**src/rtl/nrg_ram.sv**
```systemverilog
// ----------------------------------------------------------------------------
// nrg_ram
// Generic simple dual-port RAM, one write port and one registered read port.
// ----------------------------------------------------------------------------
`default_nettype none

module nrg_ram #(
   parameter int WIDTH = 8,
   parameter int DEPTH = 256
) (
   input  wire logic                     clock,
   input  wire logic                     wr_en,
   input  wire logic [$clog2(DEPTH)-1:0] wr_addr,
   input  wire logic [WIDTH-1:0]         wr_data,
   input  wire logic                     rd_en,
   input  wire logic [$clog2(DEPTH)-1:0] rd_addr,
   output logic      [WIDTH-1:0]         rd_data
);

   logic [WIDTH-1:0] mem [DEPTH];

   // write port
   always_ff @(posedge clock) begin
      if (wr_en) begin
         mem[wr_addr] <= wr_data;
      end
   end

   // registered read port
   always_ff @(posedge clock) begin
      if (rd_en) begin
         rd_data <= mem[rd_addr];
      end
   end

endmodule

`default_nettype wire

```
**config.mk**
```make
export PLATFORM = sky130hd
export DESIGN_NAME = nrg_ram
export DESIGN_NICKNAME = d
export VERILOG_FILES = /design/src/rtl/nrg_ram.sv
export SDC_FILE = /design/constraint.sdc
export NUM_CORES = 2
export LEC_CHECK = 0
export ABC_AREA = 1
export ABC_CLOCK_PERIOD_IN_PS = 2500
export BUFFER_PORTS_ARGS = -buffer_cell sky130_fd_sc_hd__buf_2
export CORE_AREA = 2 2 376 378
export CTS_BUF_LIST = sky130_fd_sc_hd__clkbuf_16
export DETAILED_ROUTE_END_ITERATION = 12
export DIE_AREA = 0 0 378 380
export PLACE_DENSITY = 0.76
export SYNTH_ARGS = -nofsm -noshare
export SYNTH_HDL_FRONTEND = slang
export SYNTH_SLANG_ARGS = --single-unit
export TNS_END_PERCENT = 10
```
**constraint.sdc**
```tcl
create_clock -name clock -period 2.5 [get_ports clock]
set_input_delay 0.5 -clock clock [delete_from_list [all_inputs] [get_ports clock]]
set_output_delay 0.5 -clock clock [all_outputs]
set_load 0.01 [all_outputs]
```
==> flow_summary.ini <==
[sta]
relSlewSlack_pct = 40.3
min_period_ps = 2060
hold_violations = 0
setup_viol = 0
skew_ps = 29.1
finalSetupTns_ps = 0
rsz0062_at_grt = no
worst_pin_slew_ps = 894
timing.final.crit_share_pct = 82.4
hold_slack_ps = 66.2
slew_violations = 0
timing.fmax_mhz = 485

[global_routing]
grt_pass1_vias = 56200
grt_start_max_net_pins = 95
track_usage_pct = 31.6
grt_pass1_wl_mm = 340
grt_overflow = 0
antenna_found_initial = 13

[cts]
cts.repair.resized = 0
hold_buffers = 1
path_clk_slew_ps = 60
cts_htree_levels = 4
cts_setup_buffers = 0
clk_path_buf_depth = 3
clock_sinks = 2056
cts_tree = yes
cts_inserted_buffers = 197
clockRootBuffer = clkbuf_16
clk_latency_ps = 830

[placement]
place.gp.congestion = 0.915
io_buffers = 34
hpwlAfterDp_mm = 138

[setup_path]
crit_path_top_delay_cell = edfxtp_1
crit_type = flop to output port
cp.required_ps = 2000
critPathCaptureType = output port
crit_arrival_ps = 1560
cpPeakStageDelay_ps = 510
critPathMaxFanout = 1
worst-path-buf-inv = 1
cp_top_family = flip-flops
path_cells = buf_2
cp-start-kind = flop

[drt]
first_pass_iters = 6
viasPerCell = 6.19
vias = 58300
drcViolationCount = 0
wl_mm = 228
detail-route-antenna-nets = 0
wl_per_cell_um = 24.2
drt_iter0_drc = 9258

[power_and_ir_drop]
powerDensity_mw_per_mm2 = 748
p_leak_nw = 34.7
vdd_drop_max_mv = 0.754
finalPower_mw = 71.9

[logic_synthesis]
yosysSeqAreaShare_pct = 74.0
syn_avg_cell_area_um2 = 11.9
synth_seq_cells = 2056
syn_area_mm2 = 0.0835
syn_nets = 7030
ys_warn_count = 0
syn_inst = 7003
synth.distinct_cells = 13

[finish]
fillers = 9169
nets = 7388
drive_above_1_share_pct = 12.2
areaGrowthSynthToFinish_pct = 15.3

[worst_hold_path]
hold_class = input port to flop

[die]
die_w_um = 378
core_mm2 = 0.139
start_util_pct = 60.0
die_h_um = 380
die-area_mm2 = 0.144
io_pins = 35
fp-row-count = 137

[job]
drv_cap = 0

[status]
outcome = finished clean
==> final cells by class <==
cell class / instances / area [um2] / share of cell area, %
Clock buffer: 204 / 5100 / 5.30
Inverter: 39 / 180 / 0.187
Multi-Input combinational cell: 4425 / 19100 / 19.9
Sequential cell: 2056 / 61700 / 64.2
Antenna cell: 14 / 35.0 / 0.0364
Clock inverter: 156 / 1200 / 1.25
Timing Repair Buffer: 642 / 6490 / 6.74
Tap cell: 1876 / 2350 / 2.44
==> layout by cell type (no fill, tap or decap), types with 3 or more instances in the layout <==
master	count
nor2_1	283
clkinvlp_4	8
buf_8	11
buf_2	22
clkinv_2	31
diode_2	14
inv_16	3
nand3_1	2019
inv_6	5
buf_4	477
nand2_1	2123
clkinv_1	55
inv_1	69
clkbuf_16	204
bufinv_16	18
edfxtp_1	2056
buf_12	131
==> kinds of logic after synthesis <==
kind of cell	after synthesis	synth area share, %
flip-flops	2056	74.0
AND/OR/NAND/NOR	4425	22.9
buffers and inverters	522	3.12
==> flip-flops by register name, summed over array words and instances, names as in the netlist <==
register,count
mem,2048
rd_data,8
==> per-stage QoR <==
step                      std cells  worst slack [ps]  util, %  cell area [um2]
after floorplan                7003               509        -            83500
after global placement         9037              -278     64.6            89900
after detailed placement       9037              -308     64.6            89900
after CTS                      9398               400     69.1            96200
after global routing           9398               356     69.1            96200
final                          9412               439     69.1            96200
==> cell usage after synthesis <==
master	number	area, um2
inv_4	1	6.26
buf_4	46	345
nand3_1	2019	10100
inv_1	36	135
buf_6	16	180
clkbuf_1	112	420
buf_2	268	1340
nor2_1	283	1060
buf_8	1	15.0
inv_2	2	7.51
nand2_1	2123	7970
edfxtp_1	2056	61700
buf_1	40	150
==> worst paths after layout <==
check / end / cells after the start / slack (ps) / from
max: rd_data[3] / 1 / 440 / rd_data[3]$_DFFE_PP_
min: rd_data[3]$_DFFE_PP_ / 1 / 70 / rd_en
max reg2reg: rd_data[2]$_DFFE_PP_ / 10 / 470 / mem[114][2]$_DFFE_PP_
min reg2reg: rd_data[3]$_DFFE_PP_ / 10 / 1080 / mem[138][3]$_DFFE_PP_
==> report_power, final <==
group | switching [mW] | internal, mW
clock network | 12.5 | 16.6
logic | 3.41 | 1.41
registers | 0.0410 | 38.0
==> metal layers <==
| layer | vias up | share of wire (%) | global-route usage (%) |
|---|---|---|---|
| met5 | - | 0.045 | 0 |
| met4 | 16 | 4.4 | 13.7 |
| met3 | 661 | 13 | 7.98 |
| met2 | 3920 | 46 | 48.2 |
| met1 | 28100 | 36 | 43.5 |
| li1 | 25600 | - | - |
No activity file was read; power rests on OpenSTA's default activity.
