## src/rtl/nrg_pkg.sv

```systemverilog
// ----------------------------------------------------------------------------
// nrg_pkg
// Shared types, codes and name helpers for the name registry with aging.
// ----------------------------------------------------------------------------
`default_nettype none

package nrg_pkg;

   // table geometry and reset value of the hold time
   localparam int         NRG_ENTRIES   = 256;
   localparam logic [7:0] HOLD_RESET    = 8'd15;
   localparam int         NAME_BYTES    = 16;

   // request function codes
   localparam logic [1:0] FUNC_ANNOUNCE = 2'd0;
   localparam logic [1:0] FUNC_QUERY    = 2'd1;
   localparam logic [1:0] FUNC_TICK     = 2'd2;

   // entry levels
   localparam logic [1:0] LEVEL_EMPTY    = 2'd0;
   localparam logic [1:0] LEVEL_DOUBTFUL = 2'd1;
   localparam logic [1:0] LEVEL_USED     = 2'd2;

   // query status codes
   localparam logic STATUS_FOUND     = 1'b0;
   localparam logic STATUS_NOT_FOUND = 1'b1;

   typedef struct packed {
      logic [1:0]  func;
      logic [31:0] ip_addr;
      logic [15:0] port;
      logic [63:0] name_lo;
      logic [63:0] name_hi;
   } req_type;

   typedef struct packed {
      logic        status;
      logic [31:0] found_addr;
      logic [15:0] found_port;
   } rsp_type;

   // one table entry as held in the memory
   typedef struct packed {
      logic [1:0]  level;
      logic [7:0]  countdown;
      logic [31:0] addr;
      logic [15:0] port;
      logic [63:0] name_lo;
      logic [63:0] name_hi;
   } entry_type;

   // per-entry evaluation handed from the evaluator to the controller
   typedef struct packed {
      logic       live;
      logic       addr_hit;
      logic       name_hit;
      logic [1:0] aged_level;
      logic [7:0] aged_count;
   } eval_type;

   // clear every byte after the first zero byte, and always the last byte
   function automatic logic [127:0] normalize_name(input logic [127:0] name);
      logic [127:0] res;
      logic         keep;
      res  = '0;
      keep = 1'b1;
      for (int i = 0; i < NAME_BYTES - 1; i++) begin
         keep = keep & (name[8*i +: 8] != 8'd0);
         if (keep) begin
            res[8*i +: 8] = name[8*i +: 8];
         end
      end
      return res;
   endfunction

   // byte-wise compare that ends at the first zero byte
   function automatic logic names_match(input logic [127:0] stored,
                                        input logic [127:0] query);
      logic eq_run;
      logic hit;
      eq_run = 1'b1;
      hit    = 1'b0;
      for (int i = 0; i < NAME_BYTES; i++) begin
         eq_run = eq_run & (stored[8*i +: 8] == query[8*i +: 8]);
         if (eq_run && (stored[8*i +: 8] == 8'd0)) begin
            hit = 1'b1;
         end
      end
      return hit | eq_run;
   endfunction

endpackage

`default_nettype wire

```

## src/rtl/nrg_eval.sv

```systemverilog
// ----------------------------------------------------------------------------
// nrg_eval
// Evaluates one entry read from the table against the current transaction.
// ----------------------------------------------------------------------------
`default_nettype none

module nrg_eval
   import nrg_pkg::*;
(
   input  wire entry_type  entry,
   input  wire req_type    req,
   input  wire logic [7:0] hold_time,
   output eval_type        ev
);

   logic expired;

   assign expired = (entry.countdown == 8'd0);

   // liveness and the two searches
   always_comb begin
      ev.live     = (entry.level != LEVEL_EMPTY);
      ev.addr_hit = ev.live && (entry.addr == req.ip_addr);
      ev.name_hit = ev.live && names_match({entry.name_hi, entry.name_lo},
                                           {req.name_hi, req.name_lo});
      // aging step: drop one level and reload, or count down
      ev.aged_level = expired ? (entry.level - 2'd1) : entry.level;
      ev.aged_count = expired ? hold_time : (entry.countdown - 8'd1);
   end

endmodule

`default_nettype wire

```

## config.mk

```make
export PLATFORM = sky130hd
export DESIGN_NAME = nrg_eval
export DESIGN_NICKNAME = d
export VERILOG_FILES = /design/src/rtl/nrg_pkg.sv /design/src/rtl/nrg_eval.sv
export SDC_FILE = /design/constraint.sdc
export NUM_CORES = 1
export LEC_CHECK = 0
export BUFFER_PORTS_ARGS = -buffer_cell sky130_fd_sc_hd__buf_4
export CELL_PAD_IN_SITES_DETAIL_PLACEMENT = 1
export CELL_PAD_IN_SITES_GLOBAL_PLACEMENT = 1
export CORE_AREA = 3 3 149 151
export DETAILED_ROUTE_END_ITERATION = 12
export DIE_AREA = 0 0 152 154
export PLACE_DENSITY = 0.64
export SLEW_MARGIN = 10
export SYNTH_ARGS = -nofsm -noshare
export SYNTH_HDL_FRONTEND = slang
export SYNTH_SLANG_ARGS = --single-unit
```

## constraint.sdc

```tcl
create_clock -name vclk -period 1.5
set_input_delay 0.075 -clock vclk [all_inputs]
set_output_delay 0.075 -clock vclk [all_outputs]
set_load 0.01 [all_outputs]
```

==> flow_summary.json, run 1 <==
{
  "grt_pass1_wl_mm": 22.82,
  "yosys.area.top_type_share": 0.4949,
  "hold_slack_ps": 437.1,
  "critical_path_required_ps": 1420,
  "cpLargestDelayFamily": "compound AO/OA/AOI/OAI gates",
  "wl_mm": 15.26,
  "power.total_w": 0.001426,
  "num-clock-buffers": 0,
  "layout-drive-gt1-share": 0.5564,
  "swShare": 0.3515,
  "start_kind": "input port",
  "yosysSeqAreaShare": 0,
  "pwr-share-clk": 0,
  "max_freq_mhz": 580.3,
  "crit_type": "input port to output pin",
  "die_x_um": 152,
  "p_int_w": 0.0009250,
  "finalCritPeriodShare": 1.149,
  "seq_cell_count": 0,
  "synth_most_common_cell": "xnor2_1",
  "syn_nets": 696,
  "seqCellArea_um2": 0,
  "synth_cells": 321,
  "ir_drop_mv": 0.09746,
  "setup_viol": 1,
  "p_sw_w": 0.0005013,
  "core_mm2": 0.02096,
  "ys_warn_count": 0,
  "path_common_cell": "buf_4",
  "synth_area_mm2": 0.002354,
  "design_area_mm2": 0.005547,
  "rsz0062_at_grt": "yes",
  "place_area_mm2": 0.005487,
  "first_global_vias": 4312,
  "path_cells": "buf_4, xor2_1, nor4_2, a31oi_1, a2bb2oi_1, o41ai_2, buf_4, a211o_1, buf_4",
  "drc_errors": 0,
  "status": "complete, but fails checks",
  "combPwrFrac": 1.000,
  "final.setup.tns_ps": -223.1,
  "num-nets-final": 1069,
  "io-pin-count": 385,
  "port_buffers": 351,
  "track_usage": 0.1192,
  "yosys.area.top_type": "xnor2_1",
  "die-area_mm2": 0.02341,
  "area_growth_pct": 135.7,
  "worst_ep_arrival_time_ps": 1650,
  "cellPowerDensity_mw_per_mm2": 257.1,
  "cp_slowest_cell": "nor4_2",
  "postCtsSetupBuffers": 0,
  "ant_nets": 0,
  "worstMarginPinSlew_ps": 463.7,
  "crit_fanout": 1,
  "crit_buf_inv": 3,
  "initial_core_util": 0.1123,
  "antennaDiodeCount": 0,
  "multi_input_area_mm2": 0.002391,
  "setup.worst_path.end_class": "output pin",
  "yosysUniqueCellTypes": 25,
  "ys_top_cells_by_count": "xnor2_1, nor4_1, nand4_1",
  "leakagePower_nw": 2.396,
  "std_cell_rows": 53,
  "synthTopCellsByArea": "xnor2_1, xor2_1, nor4_1",
  "maxSlewViolCount": 0,
  "gp_congestion": 0.8964,
  "fin_ws_ps": -223.1,
  "failed_checks": "setup timing",
  "via_count": 3831,
  "grt-ovfl-total": 0,
  "grt_max_degree": 14,
  "first_pass_iters": 4,
  "fillers": 2609,
  "hold_class": "input port to output pin",
  "p_seq_frac": 0,
  "dr.first_iter.drc_count": 91,
  "wl_per_cell_um": 15.78,
  "cpPeakStageDelay_ps": 390,
  "fp.dieH_um": 154,
  "avgSynthCellArea_um2": 7.332,
  "antenna_found_initial": 0,
  "slew_headroom": 0.6880,
  "max_cap_viol_count": 0,
  "vias_per_cell": 3.962,
  "post-route-min-period_ps": 1723,
  "hold_violations": 0,
  "post-dp-hpwl_mm": 14.61
}
-- timing repair --
action | in CTS | in global routing
endpoints found under the setup margin | 2 | 2
gates resized for setup | 4 | 5
hold buffers | 0 | 0
pin swaps | 3 | 5
-- cells in the final DEF (no fill, tap or decap) --
master	n
a211o_1	1
a211oi_2	1
a21oi_1	11
a2bb2oi_1	1
a31oi_1	2
buf_4	372
ha_1	3
inv_1	5
nand2_1	12
nand2b_1	2
nand3_1	5
nand3_2	1
nand4_1	34
nor2_1	21
nor2_4	1
nor3_1	3
nor4_1	30
nor4_2	7
o21a_1	2
o21ai_0	1
o21ai_1	4
o41ai_2	1
or4_1	6
xnor2_1	131
xnor2_2	2
xor2_1	33
-- cells by family (layout without fill, tap and decap cells) --
logic type | Yosys count | after routing | share of synthesized area
adder cells (fa/ha/maj) | 3 | 3 | 0.01595
XOR/XNOR | 166 | 166 | 0.6178
buffers and inverters | 6 | 377 | 0.009569
AO/OA/AOI/OAI | 24 | 24 | 0.06220
AND/OR/NAND/NOR | 122 | 122 | 0.2945
-- power groups by stage --
stage	registers (W)	clock network [W]	logic, W
6_report	0	0	0.00143
3_3_place_gp	0	0	0.00141
3_5_place_dp	0	0	0.00143
2_1_floorplan	0	0	0.000453
5_1_grt	0	0	0.00155
4_1_cts	0	0	0.00144
-- cell type report --
| cell class | count | area share |
|---|---|---|
| Timing Repair Buffer | 372 | 0.5035 |
| Tap cell | 275 | 0.06203 |
| Multi-Input combinational cell | 315 | 0.4311 |
| Inverter | 5 | 0.003384 |
-- stage by stage --
step / std cells / setup slack [ps] / utilization
after global placement: 967 / -418.4 / 0.2618
after detailed placement: 967 / -445.6 / 0.2618
final: 967 / -223.1 / 0.2647
after CTS: 967 / -259.8 / 0.2631
after floorplan: 321 / 216.7 / -
after global routing: 967 / -355.0 / 0.2647
-- worst paths after layout --
| check | start | endpoint | cells past startpoint |
|---|---|---|---|
| max | req[54] | ev[10] | 9 |
| min | entry[176] | ev[0] | 3 |
-- per-layer routing --
layer  global-route usage  vias to the layer above  wire length, um
met5                    0                        -                0
met4              0.02012                        0              303
met3              0.02786                       14             1159
met2               0.2345                      218             8200
met1               0.1309                     1696             5594
li1                     -                     1903                -
Power figures use the tool's default switching activity.
==> inputs of run 2 (changes only) <==
--- a/config.mk
+++ b/config.mk
@@ -12,6 +12,7 @@
 export DETAILED_ROUTE_END_ITERATION = 12
 export DIE_AREA = 0 0 152 154
 export PLACE_DENSITY = 0.64
+export SETUP_SLACK_MARGIN = 0.5
 export SLEW_MARGIN = 10
 export SYNTH_ARGS = -nofsm -noshare
 export SYNTH_HDL_FRONTEND = slang
==> run 2 against run 1 <==
Against the previous run:
- the run still ends with setup timing left
- critical path type unchanged
- worst hold slack gained 8.4 ps
- core utilization grew 2.7 points
- global-route usage grew 0.98 points
- non-clock buffer count grew 18
- cell area grew 10%
- setup slack lost 25 ps
==> flow_summary.json, run 2 (synthesized netlist as in run 1, its figures left out) <==
{
  "status": "complete, but fails checks",
  "failed_checks": "setup timing",
  "whs_endpoint": "ev[9]",
  "cpPeakStageDelay_ps": 380,
  "seq_cell_count": 0,
  "area_growth_pct": 159.3,
  "slew_headroom": 0.7343,
  "worst_ep_arrival_time_ps": 1670,
  "crit_fanout": 1,
  "first_pass_iters": 3,
  "antennaDiodeCount": 0,
  "worstHoldStart": "entry[185]",
  "max_freq_mhz": 571.9,
  "antenna_found_initial": 0,
  "via_count": 3945,
  "design_area_mm2": 0.006102,
  "drc_errors": 0,
  "first_global_vias": 4524,
  "path_cells": "buf_4, xor2_1, nor4_2, a31oi_1, a2bb2oi_1, o41ai_4, a211o_1, buf_4",
  "swShare": 0.3567,
  "cellPowerDensity_mw_per_mm2": 255.3,
  "final_common_cell": "buf_4",
  "die_x_um": 152,
  "num-clock-buffers": 0,
  "layoutNonFillerInstCount": 985,
  "cpLargestDelayFamily": "compound AO/OA/AOI/OAI gates",
  "crit_type": "input port to output pin",
  "port_buffers": 351,
  "fillers": 2552,
  "layout-drive-gt1-share": 0.6113,
  "combPwrFrac": 1.000,
  "path_common_cell": "buf_4",
  "wl_mm": 16.27,
  "grt_pass1_wl_mm": 24.61,
  "p_seq_frac": 0,
  "hold_depth": 4,
  "rsz0062_at_grt": "yes",
  "vias_per_cell": 4.005,
  "grt-ovfl-total": 0,
  "p_sw_w": 0.0005557,
  "io-pin-count": 385,
  "max_cap_viol_count": 0,
  "setup_viol": 1,
  "place_area_mm2": 0.005725,
  "fp.dieH_um": 154,
  "grt_max_degree": 9,
  "p_int_w": 0.001002,
  "wl_per_cell_um": 16.51,
  "finalCritPeriodShare": 1.166,
  "fin_util": 0.2912,
  "hold_class": "input port to output pin",
  "hold_violations": 0,
  "ant_nets": 0,
  "pwr-share-clk": 0,
  "place_inst": 980,
  "post-route-min-period_ps": 1749,
  "worstMarginPinSlew_ps": 394.8,
  "critical_path_required_ps": 1420,
  "die-area_mm2": 0.02341,
  "postCtsHoldBufs": 0,
  "dr.first_iter.drc_count": 65,
  "start_kind": "input port",
  "maxSlewViolCount": 0,
  "ir_drop_mv": 0.07206,
  "leakagePower_nw": 2.625,
  "crit_buf_inv": 2,
  "fin_ws_ps": -248.6,
  "initial_core_util": 0.1123,
  "setup.worst_path.end_class": "output pin",
  "core_mm2": 0.02096,
  "seqCellArea_um2": 0,
  "num-nets-final": 1087,
  "gp_congestion": 0.9241,
  "track_usage": 0.1290,
  "post-dp-hpwl_mm": 14.88,
  "mostFrequentLayoutCells": "buf_4, xnor2_1, nand4_1, xor2_1, nor4_1",
  "std_cell_rows": 53,
  "cp_slowest_cell": "nor4_2"
}
run 2: final cells by class:
| cell class | instances | area, um^2 | share of cell area |
|---|---|---|---|
| Timing Repair Buffer | 390 | 3039 | 0.4981 |
| Multi-Input combinational cell | 315 | 2695 | 0.4417 |
| Tap cell | 275 | 344.1 | 0.05639 |
| Inverter | 5 | 23.77 | 0.003896 |
run 2: power groups by stage:
stage | combinational, W | clock [W] | sequential, W
2_1_floorplan | 0.000488 | 0 | 0
3_3_place_gp | 0.00147 | 0 | 0
5_1_grt | 0.00168 | 0 | 0
4_1_cts | 0.00156 | 0 | 0
6_report | 0.00156 | 0 | 0
3_5_place_dp | 0.00149 | 0 | 0
run 2: how the worst max path moves through the flow:
| stage | startpoint | to | slack, ps | depth (start not counted) |
|---|---|---|---|---|
| 2_1_floorplan | entry[120] | ev[10] | 260 | 6 |
| 3_3_place_gp | req[54] | ev[10] | -630 | 8 |
| 3_5_place_dp | req[54] | ev[10] | -680 | 8 |
| 4_1_cts | req[54] | ev[10] | -340 | 8 |
| 5_1_grt | req[54] | ev[10] | -350 | 8 |
| 6_report | req[54] | ev[10] | -250 | 8 |
run 2: metal layers:
| metal | vias up | GRT usage | routed length, um |
|---|---|---|---|
| met5 | - | 0 | 0 |
| met4 | 0 | 0.008990 | 150 |
| met3 | 10 | 0.02589 | 1108 |
| met2 | 210 | 0.2657 | 9245 |
| met1 | 1788 | 0.1397 | 5760 |
| li1 | 1937 | - | - |
run 2: repair_timing:
action                                  in CTS  in global routing
pin swaps                                   17                 11
endpoints found under the hold margin        0                  0
gates cloned                                 1                  0
buffers inserted                             4                  0
gates resized for setup                     59                  9
endpoints found under the setup margin      12                 12
run 2: metrics by stage:
step | total power, W | hold slack [ps] | TNS [ps] | worst slack [ps]
after floorplan | 0.0004879 | 187.2 | 0 | 258.1
after global placement | 0.001468 | 440.8 | -628.7 | -628.7
after global routing | 0.001685 | 461.0 | -345.8 | -345.8
after CTS | 0.001564 | 437.1 | -337.9 | -337.9
final | 0.001558 | 445.5 | -248.6 | -248.6
after detailed placement | 0.001488 | 441.5 | -677.4 | -677.4
==> inputs of run 3 (changes only) <==
--- a/config.mk
+++ b/config.mk
@@ -17,3 +17,4 @@
 export SYNTH_ARGS = -nofsm -noshare
 export SYNTH_HDL_FRONTEND = slang
 export SYNTH_SLANG_ARGS = --single-unit
+export TNS_END_PERCENT = 20
==> run 3 against run 2 <==
Against the previous run:
- the flow still finishes with violations (setup timing)
- power down 1.6%
- cell area down 2.1%
- non-clock buffer count up 1
==> flow_summary.json, run 3 (synthesized netlist as in run 1, its figures left out) <==
{
  "fin_ws_ps": -242.3,
  "grt_pass1_wl_mm": 23.53,
  "io-pin-count": 385,
  "combPwrFrac": 1.000,
  "fin_util": 0.2852,
  "failed_checks": "setup timing",
  "power.total_w": 0.001533,
  "pwr-share-clk": 0,
  "initial_core_util": 0.1123,
  "setup.worst_path.end_class": "output pin",
  "start_kind": "input port",
  "place_inst": 986,
  "max_cap_viol_count": 0,
  "antennaDiodeCount": 0,
  "antenna_found_initial": 0,
  "track_usage": 0.1233,
  "grt-ovfl-total": 0,
  "maxSlewViolCount": 0,
  "wl_per_cell_um": 15.89,
  "hold_depth": 3,
  "place_area_mm2": 0.005635,
  "first_global_vias": 4405,
  "seqCellArea_um2": 0,
  "num-clock-buffers": 0,
  "setup_viol": 1,
  "final_common_cell": "buf_4",
  "grt_max_degree": 16,
  "p_int_w": 0.0009979,
  "worstMarginPinSlew_ps": 394.6,
  "worstHoldStart": "entry[184]",
  "status": "complete, but fails checks",
  "rsz0062_at_grt": "yes",
  "hold_class": "input port to output pin",
  "std_cell_rows": 53,
  "swShare": 0.3491,
  "layoutNonFillerInstCount": 986,
  "p_seq_frac": 0,
  "ant_nets": 0,
  "crit_type": "input port to output pin",
  "hold_violations": 0,
  "leakagePower_nw": 2.563,
  "layout-drive-gt1-share": 0.6104,
  "ir_drop_mv": 0.07865,
  "die-area_mm2": 0.02341,
  "first_pass_iters": 4,
  "p_sw_w": 0.0005353,
  "post-dp-hpwl_mm": 14.63,
  "wl_mm": 15.67,
  "max_freq_mhz": 574.0,
  "mostFrequentLayoutCells": "buf_4, xnor2_1, nand4_1, xor2_1, nor4_1",
  "post-route-min-period_ps": 1742,
  "worst_ep_arrival_time_ps": 1670,
  "worstSetupStartpoint": "req[54]",
  "crit_fanout": 1,
  "postCtsHoldBufs": 0,
  "dr.first_iter.drc_count": 78,
  "num-nets-final": 1088,
  "slew_headroom": 0.7345,
  "vias_per_cell": 3.935,
  "critical_path_required_ps": 1420,
  "die_x_um": 152,
  "finalCritPeriodShare": 1.162,
  "via_count": 3880,
  "area_growth_pct": 154.0,
  "postCtsSetupBuffers": 0,
  "seq_cell_count": 0,
  "cellPowerDensity_mw_per_mm2": 256.5,
  "gp_congestion": 0.8603,
  "pre_cts_ws_ps": -414.8,
  "core_mm2": 0.02096,
  "drc_errors": 0,
  "port_buffers": 351,
  "fp.dieH_um": 154,
  "design_area_mm2": 0.005977
}
-- run 3: worst paths after layout --
check | end | slack, ps
worst max-delay path | ev[10] | -240
worst min-delay path | ev[8] | 450
-- run 3: area by class of cell --
cell class                 count  area, um^2
fill                        2567       14980
timing repair buffer         391        3005
multi-input combinational    315        2609
tap                          275       344.1
inverter                       5       18.77
-- run 3: through the flow --
stage                     hold WS [ps]  setup TNS (ps)
after floorplan                  227.5               0
after global placement           441.4          -384.0
after detailed placement         443.5          -414.8
after CTS                        438.6          -297.5
after global routing             467.2          -377.9
final                            449.7          -242.3
-- run 3: power groups by stage --
stage / combinational, W / clock, W / sequential, W
finish: 0.00153 / 0 / 0
global route: 0.00167 / 0 / 0
CTS: 0.00154 / 0 / 0
detailed placement: 0.00146 / 0 / 0
global placement: 0.00145 / 0 / 0
floorplan: 0.000454 / 0 / 0
-- run 3: layer usage --
layer	wire (um)	global-route usage	vias up
met2	8689	0.2475	204
met4	56	0.003853	0
met3	1068	0.02533	4
met5	0	0	-
met1	5853	0.1401	1730
li1	-	-	1942
-- run 3: worst max-delay path: stages --
cell	delay, ps
buf_4	110
xor2_1	150
nor4_1	330
a31oi_2	170
a2bb2oi_1	170
o41ai_2	220
buf_4	170
a211o_1	140
buf_4	130
-- run 3: repair_timing --
action / in CTS / in global routing
endpoints found under the setup margin: 12 / 12
resized for setup: 56 / 13
pin swaps: 20 / 23
